## config.mk

```make
export PLATFORM = sky130hd
export DESIGN_NAME = sfla_ctrl
export DESIGN_NICKNAME = d
export VERILOG_FILES = /design/src/hdl/sfla_pkg.sv /design/src/hdl/sfla_ctrl.sv
export SDC_FILE = /design/constraint.sdc
export NUM_CORES = 1
export LEC_CHECK = 0
export CAP_MARGIN = 20
export CORE_AREA = 10 10 47 49
export CTS_CLUSTER_DIAMETER = 150
export CTS_CLUSTER_SIZE = 10
export DETAILED_ROUTE_END_ITERATION = 10
export DIE_AREA = 0 0 57 59
export DONT_BUFFER_PORTS = 1
export PLACE_DENSITY_LB_ADDON = 0.15
export SETUP_SLACK_MARGIN = 0.5
export SYNTH_ARGS = -nofsm -noshare
export SYNTH_HDL_FRONTEND = slang
export SYNTH_SLANG_ARGS = --single-unit
```

## constraint.sdc

```tcl
create_clock -name clock -period 1.65 [get_ports clock]
set_input_delay 0.2475 -clock clock [delete_from_list [all_inputs] [get_ports clock]]
set_output_delay 0.2475 -clock clock [all_outputs]
set_load 0.1 [all_outputs]
```

## src/hdl/sfla_pkg.sv

```systemverilog
// shared types and constants for the segregated free list allocator
`timescale 1ns / 1ps

package sfla_pkg;

   localparam int unsigned DATA_W  = 32;
   localparam int unsigned SIZE_W  = 16;
   localparam int unsigned ADDR_W  = 32;
   localparam int unsigned STAT_W  = 3;
   localparam int unsigned PADDR_W = 4;

   localparam int unsigned SMALL_SHIFT = 3;
   localparam int unsigned MID_SHIFT   = 4;
   localparam int unsigned LARGE_SHIFT = 5;

   localparam logic [SIZE_W-1:0] SMALL_MAX = 16'd8;
   localparam logic [SIZE_W-1:0] MID_MAX   = 16'd16;
   localparam logic [SIZE_W-1:0] LARGE_MAX = 16'd32;

   localparam logic [DATA_W-1:0] SMALL_BASE_RST = 32'd0;
   localparam logic [DATA_W-1:0] MID_BASE_RST   = 32'd4096;
   localparam logic [DATA_W-1:0] LARGE_BASE_RST = 32'd8192;

   localparam logic [1:0] REG_SMALL_BASE = 2'd0;
   localparam logic [1:0] REG_MID_BASE   = 2'd1;
   localparam logic [1:0] REG_LARGE_BASE = 2'd2;

   localparam logic [STAT_W-1:0] ST_ALLOCATED = 3'd0;
   localparam logic [STAT_W-1:0] ST_FREED     = 3'd1;
   localparam logic [STAT_W-1:0] ST_BAD_SIZE  = 3'd2;
   localparam logic [STAT_W-1:0] ST_EMPTY     = 3'd3;
   localparam logic [STAT_W-1:0] ST_NOT_POOL  = 3'd4;
   localparam logic [STAT_W-1:0] ST_NULL      = 3'd5;

   localparam logic MODE_ALLOC = 1'b0;
   localparam logic MODE_FREE  = 1'b1;

   typedef struct packed {
      logic              mode;
      logic [SIZE_W-1:0] req_size;
      logic [ADDR_W-1:0] free_addr;
   } req_type;

   typedef struct packed {
      logic [ADDR_W-1:0] block_addr;
      logic [STAT_W-1:0] status;
   } rsp_type;

   typedef struct packed {
      logic capture;
      logic classify;
      logic commit;
   } cmd_type;

   typedef struct packed {
      logic clear_done;
   } dp_status_type;

endpackage

```

## src/hdl/sfla_ctrl.sv

```systemverilog
// sequencing state machine and handshake control
`timescale 1ns / 1ps

module sfla_ctrl (
   input  logic                          clock,
   input  logic                          reset,
   input  logic                          req_valid,
   output logic                          req_ready,
   output logic                          rsp_valid,
   input  logic                          rsp_ready,
   output sfla_pkg::cmd_type             cmd,
   input  sfla_pkg::dp_status_type       dp_status
);
   import sfla_pkg::*;

   typedef enum logic [3:0] {
      ST_CLEAR    = 4'b0001,
      ST_IDLE     = 4'b0010,
      ST_CLASSIFY = 4'b0100,
      ST_COMMIT   = 4'b1000
   } state_type;

   state_type state_ff, state_in;
   logic      rsp_valid_ff, rsp_valid_in;
   logic      out_free;

   assign out_free = !rsp_valid_ff || rsp_ready;

   always_comb begin
      state_in     = state_ff;
      req_ready    = 1'b0;
      cmd.classify = 1'b0;
      cmd.commit   = 1'b0;
      unique case (state_ff)
         ST_CLEAR: begin
            if (dp_status.clear_done) begin
               state_in = ST_IDLE;
            end
         end
         ST_IDLE: begin
            req_ready = 1'b1;
            if (req_valid) begin
               state_in = ST_CLASSIFY;
            end
         end
         ST_CLASSIFY: begin
            cmd.classify = 1'b1;
            state_in     = ST_COMMIT;
         end
         ST_COMMIT: begin
            if (out_free) begin
               cmd.commit = 1'b1;
               req_ready  = 1'b1;
               state_in   = req_valid ? ST_CLASSIFY : ST_IDLE;
            end
         end
         default: begin
            state_in = ST_CLEAR;
         end
      endcase
      cmd.capture = req_valid && req_ready;
   end

   always_comb begin
      priority if (cmd.commit) begin
         rsp_valid_in = 1'b1;
      end else if (rsp_ready) begin
         rsp_valid_in = 1'b0;
      end else begin
         rsp_valid_in = rsp_valid_ff;
      end
   end

   always_ff @(posedge clock) begin
      if (reset) begin
         state_ff     <= ST_CLEAR;
         rsp_valid_ff <= 1'b0;
      end else begin
         state_ff     <= state_in;
         rsp_valid_ff <= rsp_valid_in;
      end
   end

   assign rsp_valid = rsp_valid_ff;

`ifndef SYNTH
   a_commit_room: assert property (@(posedge clock) disable iff (reset)
      cmd.commit |-> (!rsp_valid_ff || rsp_ready))
      else $error("commit while result register is occupied");

   a_no_accept_clear: assert property (@(posedge clock) disable iff (reset)
      (state_ff == ST_CLEAR) |-> !req_ready)
      else $error("request taken during clearing pass");

   a_capture_next: assert property (@(posedge clock) disable iff (reset)
      cmd.capture |=> (state_ff == ST_CLASSIFY))
      else $error("captured request not classified next");

   a_classify_commit: assert property (@(posedge clock) disable iff (reset)
      cmd.classify |=> (state_ff == ST_COMMIT))
      else $error("classify not followed by commit");

   a_result_follows: assert property (@(posedge clock) disable iff (reset)
      cmd.commit |=> rsp_valid_ff)
      else $error("commit did not raise result valid");
`endif

endmodule
```

==> flow_summary.yaml <==
status:
  status: "finished, violations left"
  failed_checks: "setup timing"
timing:
  slew-limit-headroom_pct: 81.2
  fin_tns_setup_ns: -0.0124
  fmax_mhz: 602
  skew_ns: 0.000511
  fin_crit_sh_pct: 101
  drv_slew: 0
  setup_viol: 1
  finalHoldViolations: 0
  rsz0062_at_grt: "true"
  fin_crit_ns: 1.66
  worst_slew_pin_slew_ns: 0.281
  fin_ws_ns: -0.0124
floorplan:
  io_pins: 10
  start_util_pct: 22.5
  row_count: 14
  die_y_microns: 59
  die_area_sq_um: 3360
  die_width_microns: 57
  core_area_sq_um: 1400
cells_and_area:
  layout.cells.non_filler: 66
  antenna_cells: 0
  drive_above_1_share_pct: 66.0
  final_core_utilization_pct: 40.0
  area_growth_pct: 77.8
  fin_nets: 56
clock_tree:
  cts_htree_levels: 1
  clock_sinks: 5
  clockBufferDepth: 2
  cts_tree: "yes"
  cts_made_buffers: 3
  clk_latency_ns: 0.24
  cts-root-buf: "clkbuf_4"
  clkTransAtPathRegs_ns: 0.04
routing:
  wirelength_microns: 916
  drc: 0
  routedWlPerCell_microns: 13.9
  drt_pass1_iterations: 3
  antenna_left: 0
  via_per_inst: 4.80
  vias: 317
  drtIter0Drc: 1
flow_run:
  cap_violations: 0
global_routing:
  antenna_found_initial: 0
  grt_overflow: 0
  grt_usage_pct: 5.70
  grt_util_met2_pct: 7.60
  grt_pass1_wl_microns: 1390
  use_met1_pct: 5.33
  grt-busiest-layer: "met2"
  grt_use_met3_pct: 3.65
  grt_pass1_vias: 315
  grt_max_degree: 10
yosys:
  ys_seq_area_share_pct: 31.7
  ys_ff_latch: 5
  synthArstFlopShare_pct: 0
  ys.flop_type: "dfxtp_1"
  synth_edf_count: 0
  netlist_instances: 38
  synth_nets: 43
  ys_types: 21
  syn_area_sq_um: 315
  syn_avg_cell_area_sq_um: 8.30
  yosysWarnings: 0
power:
  cellPowerDensity_nw_per_um2: 585
  ir_drop_mv: 0.182
  power.total_uw: 328
  p_leak_uw: 0.000202
worst_setup_path:
  critPathTopFamily: "simple AND/OR/NAND/NOR gates"
  path_max_fanout: 3
  cp.buffers_inverters: 1
  crit_type: "flip-flop to output pin"
  setup.worst_path.start_class: "flip-flop"
  cp.required_ns: 1.40
  path_cells: "or4b_4 > nor2_4 > buf_12"
  cp_slowest_stage_delay_ns: 0.53
  critPathSlowestCell: "or4b_4"
  arrival_ns: 1.41
  end_kind: "output pin"
placement:
  place_congestion: 0.810
  dpl.cell_count: 58
  port_buffers: 0
  dpl_worst_slack_ns: 0.160
worst_hold_path:
  holdCritPathClass: "input port to flip-flop"
cells by family (layout without fill, tap and decap cells):
group                  Yosys count  in the layout  share of synthesized area (%)
and+or+nand+nor                 20             20                           41.7
AOI/OAI and AO/OA                9              9                           17.9
DFF                              5              5                           31.7
buffers and inverters            4             16                           8.73
power by group:
part	total (uW)	internal, uW	leakage [uW]	switching (uW)
sequential	123	120	0.0000438	2.72
combinational	60.0	27.6	0.000143	32.4
clock	145	91.6	0.0000150	53.5
worst register-to-register path: stages (launching register included):
cell and delay, ns:
dfxtp_4 0.34, or4b_4 0.53, buf_4 0.16, or3_1 0.30, a21oi_1 0.12
timing repair:
item / CTS / global route
gates cloned: 0 / 0
buffers inserted: 2 / 2
pin swaps: 4 / 3
setup endpoints to repair: 8 / 9
resized for setup: 8 / 4
hold buffers: 0 / 0
cells in the final DEF (no fill, tap or decap), types with 2 or more instances in the layout:
| cell | instances |
|---|---|
| o21ai_0 | 2 |
| nor3b_1 | 2 |
| nor2b_1 | 2 |
| nor2_4 | 2 |
| a21oi_1 | 2 |
| nor2b_2 | 2 |
| buf_12 | 4 |
| nor2_1 | 2 |
| and2b_2 | 2 |
| buf_4 | 6 |
| clkbuf_4 | 3 |
| dfxtp_4 | 4 |
per-stage QoR:
| stage | cell area [sq um] | hold slack (ns) |
|---|---|---|
| 2_1_floorplan | 393 | 0.307 |
| 3_3_place_gp | 470 | 0.317 |
| 3_5_place_dp | 470 | 0.318 |
| 4_1_cts | 527 | 0.0438 |
| 5_1_grt | 561 | 0.0435 |
| 6_report | 561 | 0.0529 |
flip-flops by register name, indices dropped and copies added, names as in the netlist:
name / count
state_ff: 4
rsp_valid: 1
path summary, 6_finish.rpt:
check / start / to / slack, ns / cells after the start
max: state_ff[1] / cmd[0] / -0.01 / 3
min: reset / rsp_valid / 0.05 / 1
max reg2reg: state_ff[1] / state_ff[1] / 0.13 / 4
min reg2reg: rsp_valid / rsp_valid / 0.52 / 2
final cells by class:
cell class	count	area, sq um
multi-input cells	29	259
repair buffers	11	136
inverters	1	3.75
well taps	16	20.0
fillers	147	841
clock buffers	4	26.3
flip-flops and latches	5	115
cell usage after synthesis, types with 2 or more instances:
master / count / area [sq um]
and2b_2: 2 / 17.5
nor2_1: 4 / 15.0
o21ai_0: 2 / 10.0
nor3b_1: 3 / 22.5
a21oi_1: 4 / 20.0
nor2b_1: 4 / 25.0
dfxtp_1: 5 / 100
routing by layer:
layer	vias up	share of wire, %
met5	-	0
met4	0	1.5
met3	2	9.2
met2	9	49
met1	147	41
li1	159	-
(Power assumes the default switching activity.)
