**src/hdl/sfla_pkg.sv**
```systemverilog
// shared types and constants for the segregated free list allocator
`timescale 1ns / 1ps

package sfla_pkg;

   localparam int unsigned DATA_W  = 32;
   localparam int unsigned SIZE_W  = 16;
   localparam int unsigned ADDR_W  = 32;
   localparam int unsigned STAT_W  = 3;
   localparam int unsigned PADDR_W = 4;

   localparam int unsigned SMALL_SHIFT = 3;
   localparam int unsigned MID_SHIFT   = 4;
   localparam int unsigned LARGE_SHIFT = 5;

   localparam logic [SIZE_W-1:0] SMALL_MAX = 16'd8;
   localparam logic [SIZE_W-1:0] MID_MAX   = 16'd16;
   localparam logic [SIZE_W-1:0] LARGE_MAX = 16'd32;

   localparam logic [DATA_W-1:0] SMALL_BASE_RST = 32'd0;
   localparam logic [DATA_W-1:0] MID_BASE_RST   = 32'd4096;
   localparam logic [DATA_W-1:0] LARGE_BASE_RST = 32'd8192;

   localparam logic [1:0] REG_SMALL_BASE = 2'd0;
   localparam logic [1:0] REG_MID_BASE   = 2'd1;
   localparam logic [1:0] REG_LARGE_BASE = 2'd2;

   localparam logic [STAT_W-1:0] ST_ALLOCATED = 3'd0;
   localparam logic [STAT_W-1:0] ST_FREED     = 3'd1;
   localparam logic [STAT_W-1:0] ST_BAD_SIZE  = 3'd2;
   localparam logic [STAT_W-1:0] ST_EMPTY     = 3'd3;
   localparam logic [STAT_W-1:0] ST_NOT_POOL  = 3'd4;
   localparam logic [STAT_W-1:0] ST_NULL      = 3'd5;

   localparam logic MODE_ALLOC = 1'b0;
   localparam logic MODE_FREE  = 1'b1;

   typedef struct packed {
      logic              mode;
      logic [SIZE_W-1:0] req_size;
      logic [ADDR_W-1:0] free_addr;
   } req_type;

   typedef struct packed {
      logic [ADDR_W-1:0] block_addr;
      logic [STAT_W-1:0] status;
   } rsp_type;

   typedef struct packed {
      logic capture;
      logic classify;
      logic commit;
   } cmd_type;

   typedef struct packed {
      logic clear_done;
   } dp_status_type;

endpackage

```
**src/hdl/sfla_csr.sv**
```systemverilog
// pool base address registers behind the configuration port
`timescale 1ns / 1ps

module sfla_csr (
   input  logic                             clock,
   input  logic                             reset,
   input  logic                             psel,
   input  logic                             penable,
   input  logic                             pwrite,
   input  logic [sfla_pkg::PADDR_W-1:0]     paddr,
   input  logic [sfla_pkg::DATA_W-1:0]      pwdata,
   output logic [sfla_pkg::DATA_W-1:0]      prdata,
   output logic                             pready,
   output logic [sfla_pkg::DATA_W-1:0]      small_base,
   output logic [sfla_pkg::DATA_W-1:0]      mid_base,
   output logic [sfla_pkg::DATA_W-1:0]      large_base
);
   import sfla_pkg::*;

   logic [DATA_W-1:0] small_base_ff, mid_base_ff, large_base_ff;
   logic              wr_en;
   logic [1:0]        reg_idx;

   assign pready  = 1'b1;
   assign wr_en   = psel && penable && pwrite;
   assign reg_idx = paddr[3:2];

   always_ff @(posedge clock) begin
      if (reset) begin
         small_base_ff <= SMALL_BASE_RST;
         mid_base_ff   <= MID_BASE_RST;
         large_base_ff <= LARGE_BASE_RST;
      end else if (wr_en) begin
         unique case (reg_idx)
            REG_SMALL_BASE: small_base_ff <= pwdata;
            REG_MID_BASE:   mid_base_ff   <= pwdata;
            REG_LARGE_BASE: large_base_ff <= pwdata;
            default: ;
         endcase
      end
   end

   always_comb begin
      unique case (reg_idx)
         REG_SMALL_BASE: prdata = small_base_ff;
         REG_MID_BASE:   prdata = mid_base_ff;
         REG_LARGE_BASE: prdata = large_base_ff;
         default:        prdata = '0;
      endcase
   end

   assign small_base = small_base_ff;
   assign mid_base   = mid_base_ff;
   assign large_base = large_base_ff;

endmodule

```
**config.mk**
```make
export PLATFORM = sky130hd
export DESIGN_NAME = sfla_csr
export DESIGN_NICKNAME = d
export VERILOG_FILES = /design/src/hdl/sfla_pkg.sv /design/src/hdl/sfla_csr.sv
export SDC_FILE = /design/constraint.sdc
export NUM_CORES = 1
export LEC_CHECK = 0
export ABC_AREA = 1
export BUFFER_PORTS_ARGS = -buffer_cell sky130_fd_sc_hd__buf_2
export CAP_MARGIN = 10
export CORE_UTILIZATION = 40
export DETAILED_ROUTE_END_ITERATION = 16
export PLACE_DENSITY = 0.67
export SETUP_SLACK_MARGIN = 0.1
export SYNTH_ARGS = -nofsm -noshare
export SYNTH_HDL_FRONTEND = slang
export SYNTH_SLANG_ARGS = --single-unit
```
**constraint.sdc**
```tcl
create_clock -name clock -period 1.38 [get_ports clock]
set_input_delay 0.138 -clock clock [delete_from_list [all_inputs] [get_ports clock]]
set_output_delay 0.138 -clock clock [all_outputs]
set_load 0.05 [all_outputs]
```
==> reports/metrics.cfg, run 1 <==
[outcome]
status = finished clean

[grt]
grt_max_degree = 97
grt_first_pass_wirelength_um = 19800
overflow = 0
grt_pass1_vias = 4078
grt_use_total_pct = 21.8
antenna_found_initial = 0

[place]
gp_congestion = 0.761
port_buffers = 166
dp_hpwl_um = 8170

[power]
p_leak_nw = 3.10
vdd_ir_drop_max_mv = 0.588
power.density_nw_per_um2 = 975

[cts]
clk_pin_slew_ns = 0.09
ctsHoldBuffers = 0
cts_tree = built
htree_levels = 3
clockBufferDepth = 2
clock-sinks = 96
cts_root_buf = clkbuf_8
clk_latency_ns = 0.34
numCtsBuffers = 9

[logic_synthesis]
synthTopCellsByArea = dfxtp_1, nand2_1, nor2_1, nand3_1, buf_2
synth_nets = 744
syn_area_per_cell_um2 = 6.38
yosysTopAreaCell = dfxtp_1
synth_area_um2 = 4490
ys_warn_count = 0
synth_seq_cells = 96
synth_top_area_share_pct = 42.8
synth_cell_types = 16
synth-seq-area-share_pct = 42.8
syn_inst = 703

[worst_setup_path]
path_max_fanout = 8
cp.required_ns = 1.24
crit_end = prdata[16]
startpoint = paddr[3]
crit_arrival_ns = 1.11
end_kind = output port
r2r_start = large_base[13]
r2r-end = large_base[13]
reg2reg_slack_ns = 0.76
start_kind = primary input
crit_type = in -> out
ff2ff_path_depth = 2

[sta]
hold_violations = 0
finalSetupViolCount = 0
setup-tns-final_ns = 0
slew_violations = 0
fin_crit_sh_pct = 90.1
max_freq_mhz = 804
rsz0062_at_grt = yes
hold_ws_ns = 0.0348
fin_worst_skew_ns = 0
timing.final.crit_period_ns = 1.24

[finish]
diodes = 0
layout-drive-gt1-share_pct = 26.0
area_delta_synth_final_pct = 38.0
nNetsFinal = 906

[routing]
vias = 4861
drtPass1Iterations = 4
drt_iter0_markers = 189
totalWireLength_um = 13600
vias_per_cell = 4.82
antenna_left = 0
post_drt_wl_per_cell_um = 13.5
drc = 0

[floorplanning]
die_area_um2 = 11600
fp-row-count = 38
die-width_um = 108
io_pins = 170
start_util_pct = 41.2
core_region_area_um2 = 10900
chipHeight_um = 108

[worst_hold_path]
holdCritPathClass = in -> reg

[run]
maxCapViolations = 0

sequential cells by signal (all words and copies together), names as in the netlist:
| register | count |
|---|---|
| large_base | 32 |
| mid_base | 32 |
| small_base | 32 |
how the worst min path moves through the flow:
stage	startpoint	endpoint	slack [ns]	cells past startpoint
CTS	pwdata[12]	mid_base[12]	0.01	3
global route	pwdata[12]	mid_base[12]	0.03	3
floorplan	pwdata[13]	large_base[13]	0.26	2
finish	pwdata[12]	mid_base[12]	0.03	3
detailed placement	pwdata[13]	large_base[13]	0.38	3
global placement	pwdata[13]	large_base[13]	0.37	3
power by group:
part           internal (mW)  total, mW  switching (mW)
clock                   1.18       2.10           0.916
sequential              2.83       2.88          0.0488
combinational          0.348       1.06           0.711
metal layers:
metal / GRT usage, % / wire (µm) / share of wire [%] / vias to the layer above
li1: - / - / - / 2490
met1: 28.1 / 6330 / 46 / 2225
met2: 36.9 / 6430 / 47 / 138
met3: 4.48 / 776 / 5.7 / 8
met4: 5.48 / 103 / 0.76 / 0
met5: 0 / 0 / 0 / -
logic make-up after synthesis:
kind of cell	share of synthesized area, %
simple gates	48.0
flops	42.8
buf+inv	8.81
compound gates	0.223
other cells	0.0836
cell usage in the layout (no fill, tap or decap):
master	instances
buf_12	13
nand3_1	126
nand3_2	3
o21ai_0	2
inv_2	3
buf_6	25
nand2_1	196
clkbuf_8	9
conb_1	1
buf_2	132
buf_4	20
clkbuf_16	7
nor2_4	7
bufinv_16	3
inv_1	33
dfxtp_1	95
clkinv_2	1
nor2_1	188
clkbuf_1	1
dfxtp_2	1
clkbuf_4	2
critical path: stages:
cell and delay [ns]:
clkbuf_4 0.16, inv_2 0.06, nor2_4 0.12, buf_4 0.15, buf_12 0.14, nand2_1 0.05, nand3_1 0.06, clkbuf_4 0.22
cell usage after synthesis:
cell type  count
buf_1          4
buf_2         28
buf_4         12
clkbuf_1       4
clkinv_1       1
conb_1         1
dfxtp_1       96
inv_1         33
inv_2          2
nand2_1      196
nand3_1      128
nand3_2        1
nor2_1       188
nor2_2         3
nor2_4         4
o21ai_0        2
timing repair:
item	in CTS	in global routing
gates resized for setup	23	47
pin swaps	0	2
setup buffers	0	7
endpoints found under the setup margin	23	30
gates cloned	0	8
through the flow:
step	utilization [%]	instance area (µm²)	std cells	power, mW	setup WS [ns]
floorplan	-	4490	703	3.61	0.103
global route	56.9	6190	1008	6.31	0.0794
detailed placement	50.8	5530	979	3.88	0.0394
global placement	50.8	5530	979	3.88	0.0572
finish	56.9	6190	1008	6.04	0.136
CTS	53.4	5810	993	5.98	0.0939
area by class of cell:
| cell class | instances | area, µm² |
|---|---|---|
| Clock buffer | 10 | 128 |
| Tap cell | 140 | 175 |
| Multi-Input combinational cell | 523 | 2190 |
| Sequential cell | 96 | 1920 |
| Fill cell | 1126 | 4690 |
| Timing Repair Buffer | 199 | 1540 |
| Clock inverter | 4 | 95.1 |
| Inverter | 36 | 135 |
No activity file was read; power rests on OpenSTA's default activity.
==> run 2: changes to the inputs <==
--- a/config.mk
+++ b/config.mk
@@ -6,11 +6,11 @@
 export NUM_CORES = 1
 export LEC_CHECK = 0
 export ABC_AREA = 1
-export BUFFER_PORTS_ARGS = -buffer_cell sky130_fd_sc_hd__buf_2
+export BUFFER_PORTS_ARGS = -buffer_cell sky130_fd_sc_hd__clkbuf_2
 export CAP_MARGIN = 10
-export CORE_UTILIZATION = 40
+export CORE_UTILIZATION = 28
 export DETAILED_ROUTE_END_ITERATION = 16
-export PLACE_DENSITY = 0.67
+export PLACE_DENSITY = 0.51
 export SETUP_SLACK_MARGIN = 0.1
 export SYNTH_ARGS = -nofsm -noshare
 export SYNTH_HDL_FRONTEND = slang
==> run 2 against run 1 <==
Net effect:
- wire length up 5.6%
- critical path depth did not move
- combinational power hardly changed
- sequential cell count unchanged
- critical path type unchanged
- largest cell class unchanged
- largest power group unchanged
- highest routed layer unchanged
==> reports/metrics.cfg, run 2 (synthesis results as in run 1) <==
[sta]
slew_violations = 0
hold_violations = 0
finalSetupViolCount = 0
max_freq_mhz = 814
fin_crit_sh_pct = 89.0
rsz0062_at_grt = yes
timing.final.crit_period_ns = 1.23
fin_worst_skew_ns = 0
setup-tns-final_ns = 0

[worst_setup_path]
r2r_start = large_base[13]
start_kind = primary input
max_stage_delay_ns = 0.16
cp.required_ns = 1.24
cp_cell_sequence = clkbuf_4 > inv_2 > nor2_4 > buf_4 > buf_16 > nand2_1 > nand3_1 > buf_8
end_kind = output port
path_max_fanout = 12
crit_type = in -> out
crit_arrival_ns = 1.09
slowest_stage = clkbuf_4
critPathTopFamily = buffers and inverters
startpoint = paddr[2]
path_buf_inv = 5

[floorplanning]
die_area_um2 = 16500
fp-row-count = 45
chipHeight_um = 129
die-width_um = 129
io_pins = 170
core_region_area_um2 = 15400
start_util_pct = 29.1

[finish]
nNetsFinal = 906
finalNonFillerCells = 1078
register_area_um2 = 1920
layout_commonest_cell = nand2_1
fillers = 1691
final_cell_mix = nand2_1, nor2_1, clkbuf_2
area_delta_synth_final_pct = 43.6
multi_input_area_um2 = 2200
layout-drive-gt1-share_pct = 26.1
diodes = 0

[grt]
antenna_found_initial = 0
overflow = 0
grt_pass1_vias = 4248
grt_first_pass_wirelength_um = 22800
grt_max_degree = 97
grt_use_total_pct = 17.8

[cts]
clockBufferDepth = 2
htree_levels = 3
clk_pin_slew_ns = 0.06
cts_root_buf = clkbuf_16
numCtsBuffers = 9
cts_tree = built
clk_latency_ns = 0.34
clock-sinks = 96

[place]
dp_cells = 1055
dp_hpwl_um = 9400
port_buffers = 166
gp_congestion = 0.728

[worst_hold_path]
holdCritPathClass = in -> reg
hold_start = pwdata[12]

[power]
p_leak_nw = 3.08
vdd_ir_drop_max_mv = 0.549
power.density_nw_per_um2 = 975

[routing]
vias_per_cell = 4.45
antenna_left = 0
drtPass1Iterations = 4
drc = 0
vias = 4797
post_drt_wl_per_cell_um = 13.4
drt_iter0_markers = 229
totalWireLength_um = 14400

[outcome]
status = finished clean

[run]
maxCapViolations = 0

run 2: cell types whose count changed in the layout (fill, tap and decap cells not counted), moves of 2 or more:
cell	previous run	this run
buf_12	13	19
buf_2	132	0
buf_4	20	13
buf_6	25	1
buf_8	0	11
bufinv_16	3	0
clkbuf_16	7	9
clkbuf_2	0	132
clkbuf_8	9	22
run 2: final timing paths:
path | end | slack [ns] | cells after the start
max | prdata[22] | 0.15 | 8
min | mid_base[12] | 0.03 | 3
max reg2reg | large_base[13] | 0.76 | 2
min reg2reg | large_base[15] | 0.50 | 2
run 2: worst reg2reg max path, delay by kind of cell (launching register included):
| family | cells | cell delay [ns] |
|---|---|---|
| and+or+nand+nor | 1 | 0.08 |
| DFF | 1 | 0.34 |
| AOI/OAI and AO/OA | 1 | 0.08 |
run 2: repair_timing:
item,CTS,global route
cloned,2,0
pin swaps,2,2
hold buffers,0,0
resized for setup,64,16
setup buffers,7,1
setup endpoints to repair,31,32
run 2: final cells by class:
cell class | count | share of cell area (%)
clock buffers | 12 | 3.98
clock inverters | 1 | 0.0777
inverters | 36 | 2.10
multi-input cells | 523 | 34.1
flip-flops and latches | 96 | 29.9
well taps | 211 | 4.10
repair buffers | 199 | 25.7
run 2: power breakdown:
part	internal, mW	switching (mW)
Combinational	0.360	0.713
Clock	1.29	1.04
Sequential	2.83	0.0508
Total	4.48	1.80
run 2: routing by layer:
layer	wire length (µm)	GRT usage, %	vias to the layer above
li1	-	-	2493
met1	6970	23.6	2165
met2	6560	29.1	127
met3	650	2.83	12
met4	215	6.64	0
met5	0	0	-
run 2: stage by stage:
stage,hold WS (ns),power (mW),worst slack (ns),util (%),instance area [µm²]
floorplan,0.264,3.61,0.103,-,4490
global placement,0.374,3.93,0.0151,37.2,5740
detailed placement,0.375,3.93,0.0121,37.2,5740
CTS,0.00842,6.36,0.0845,41.5,6410
global route,0.0442,6.57,0.0882,41.8,6440
finish,0.0324,6.28,0.152,41.8,6440
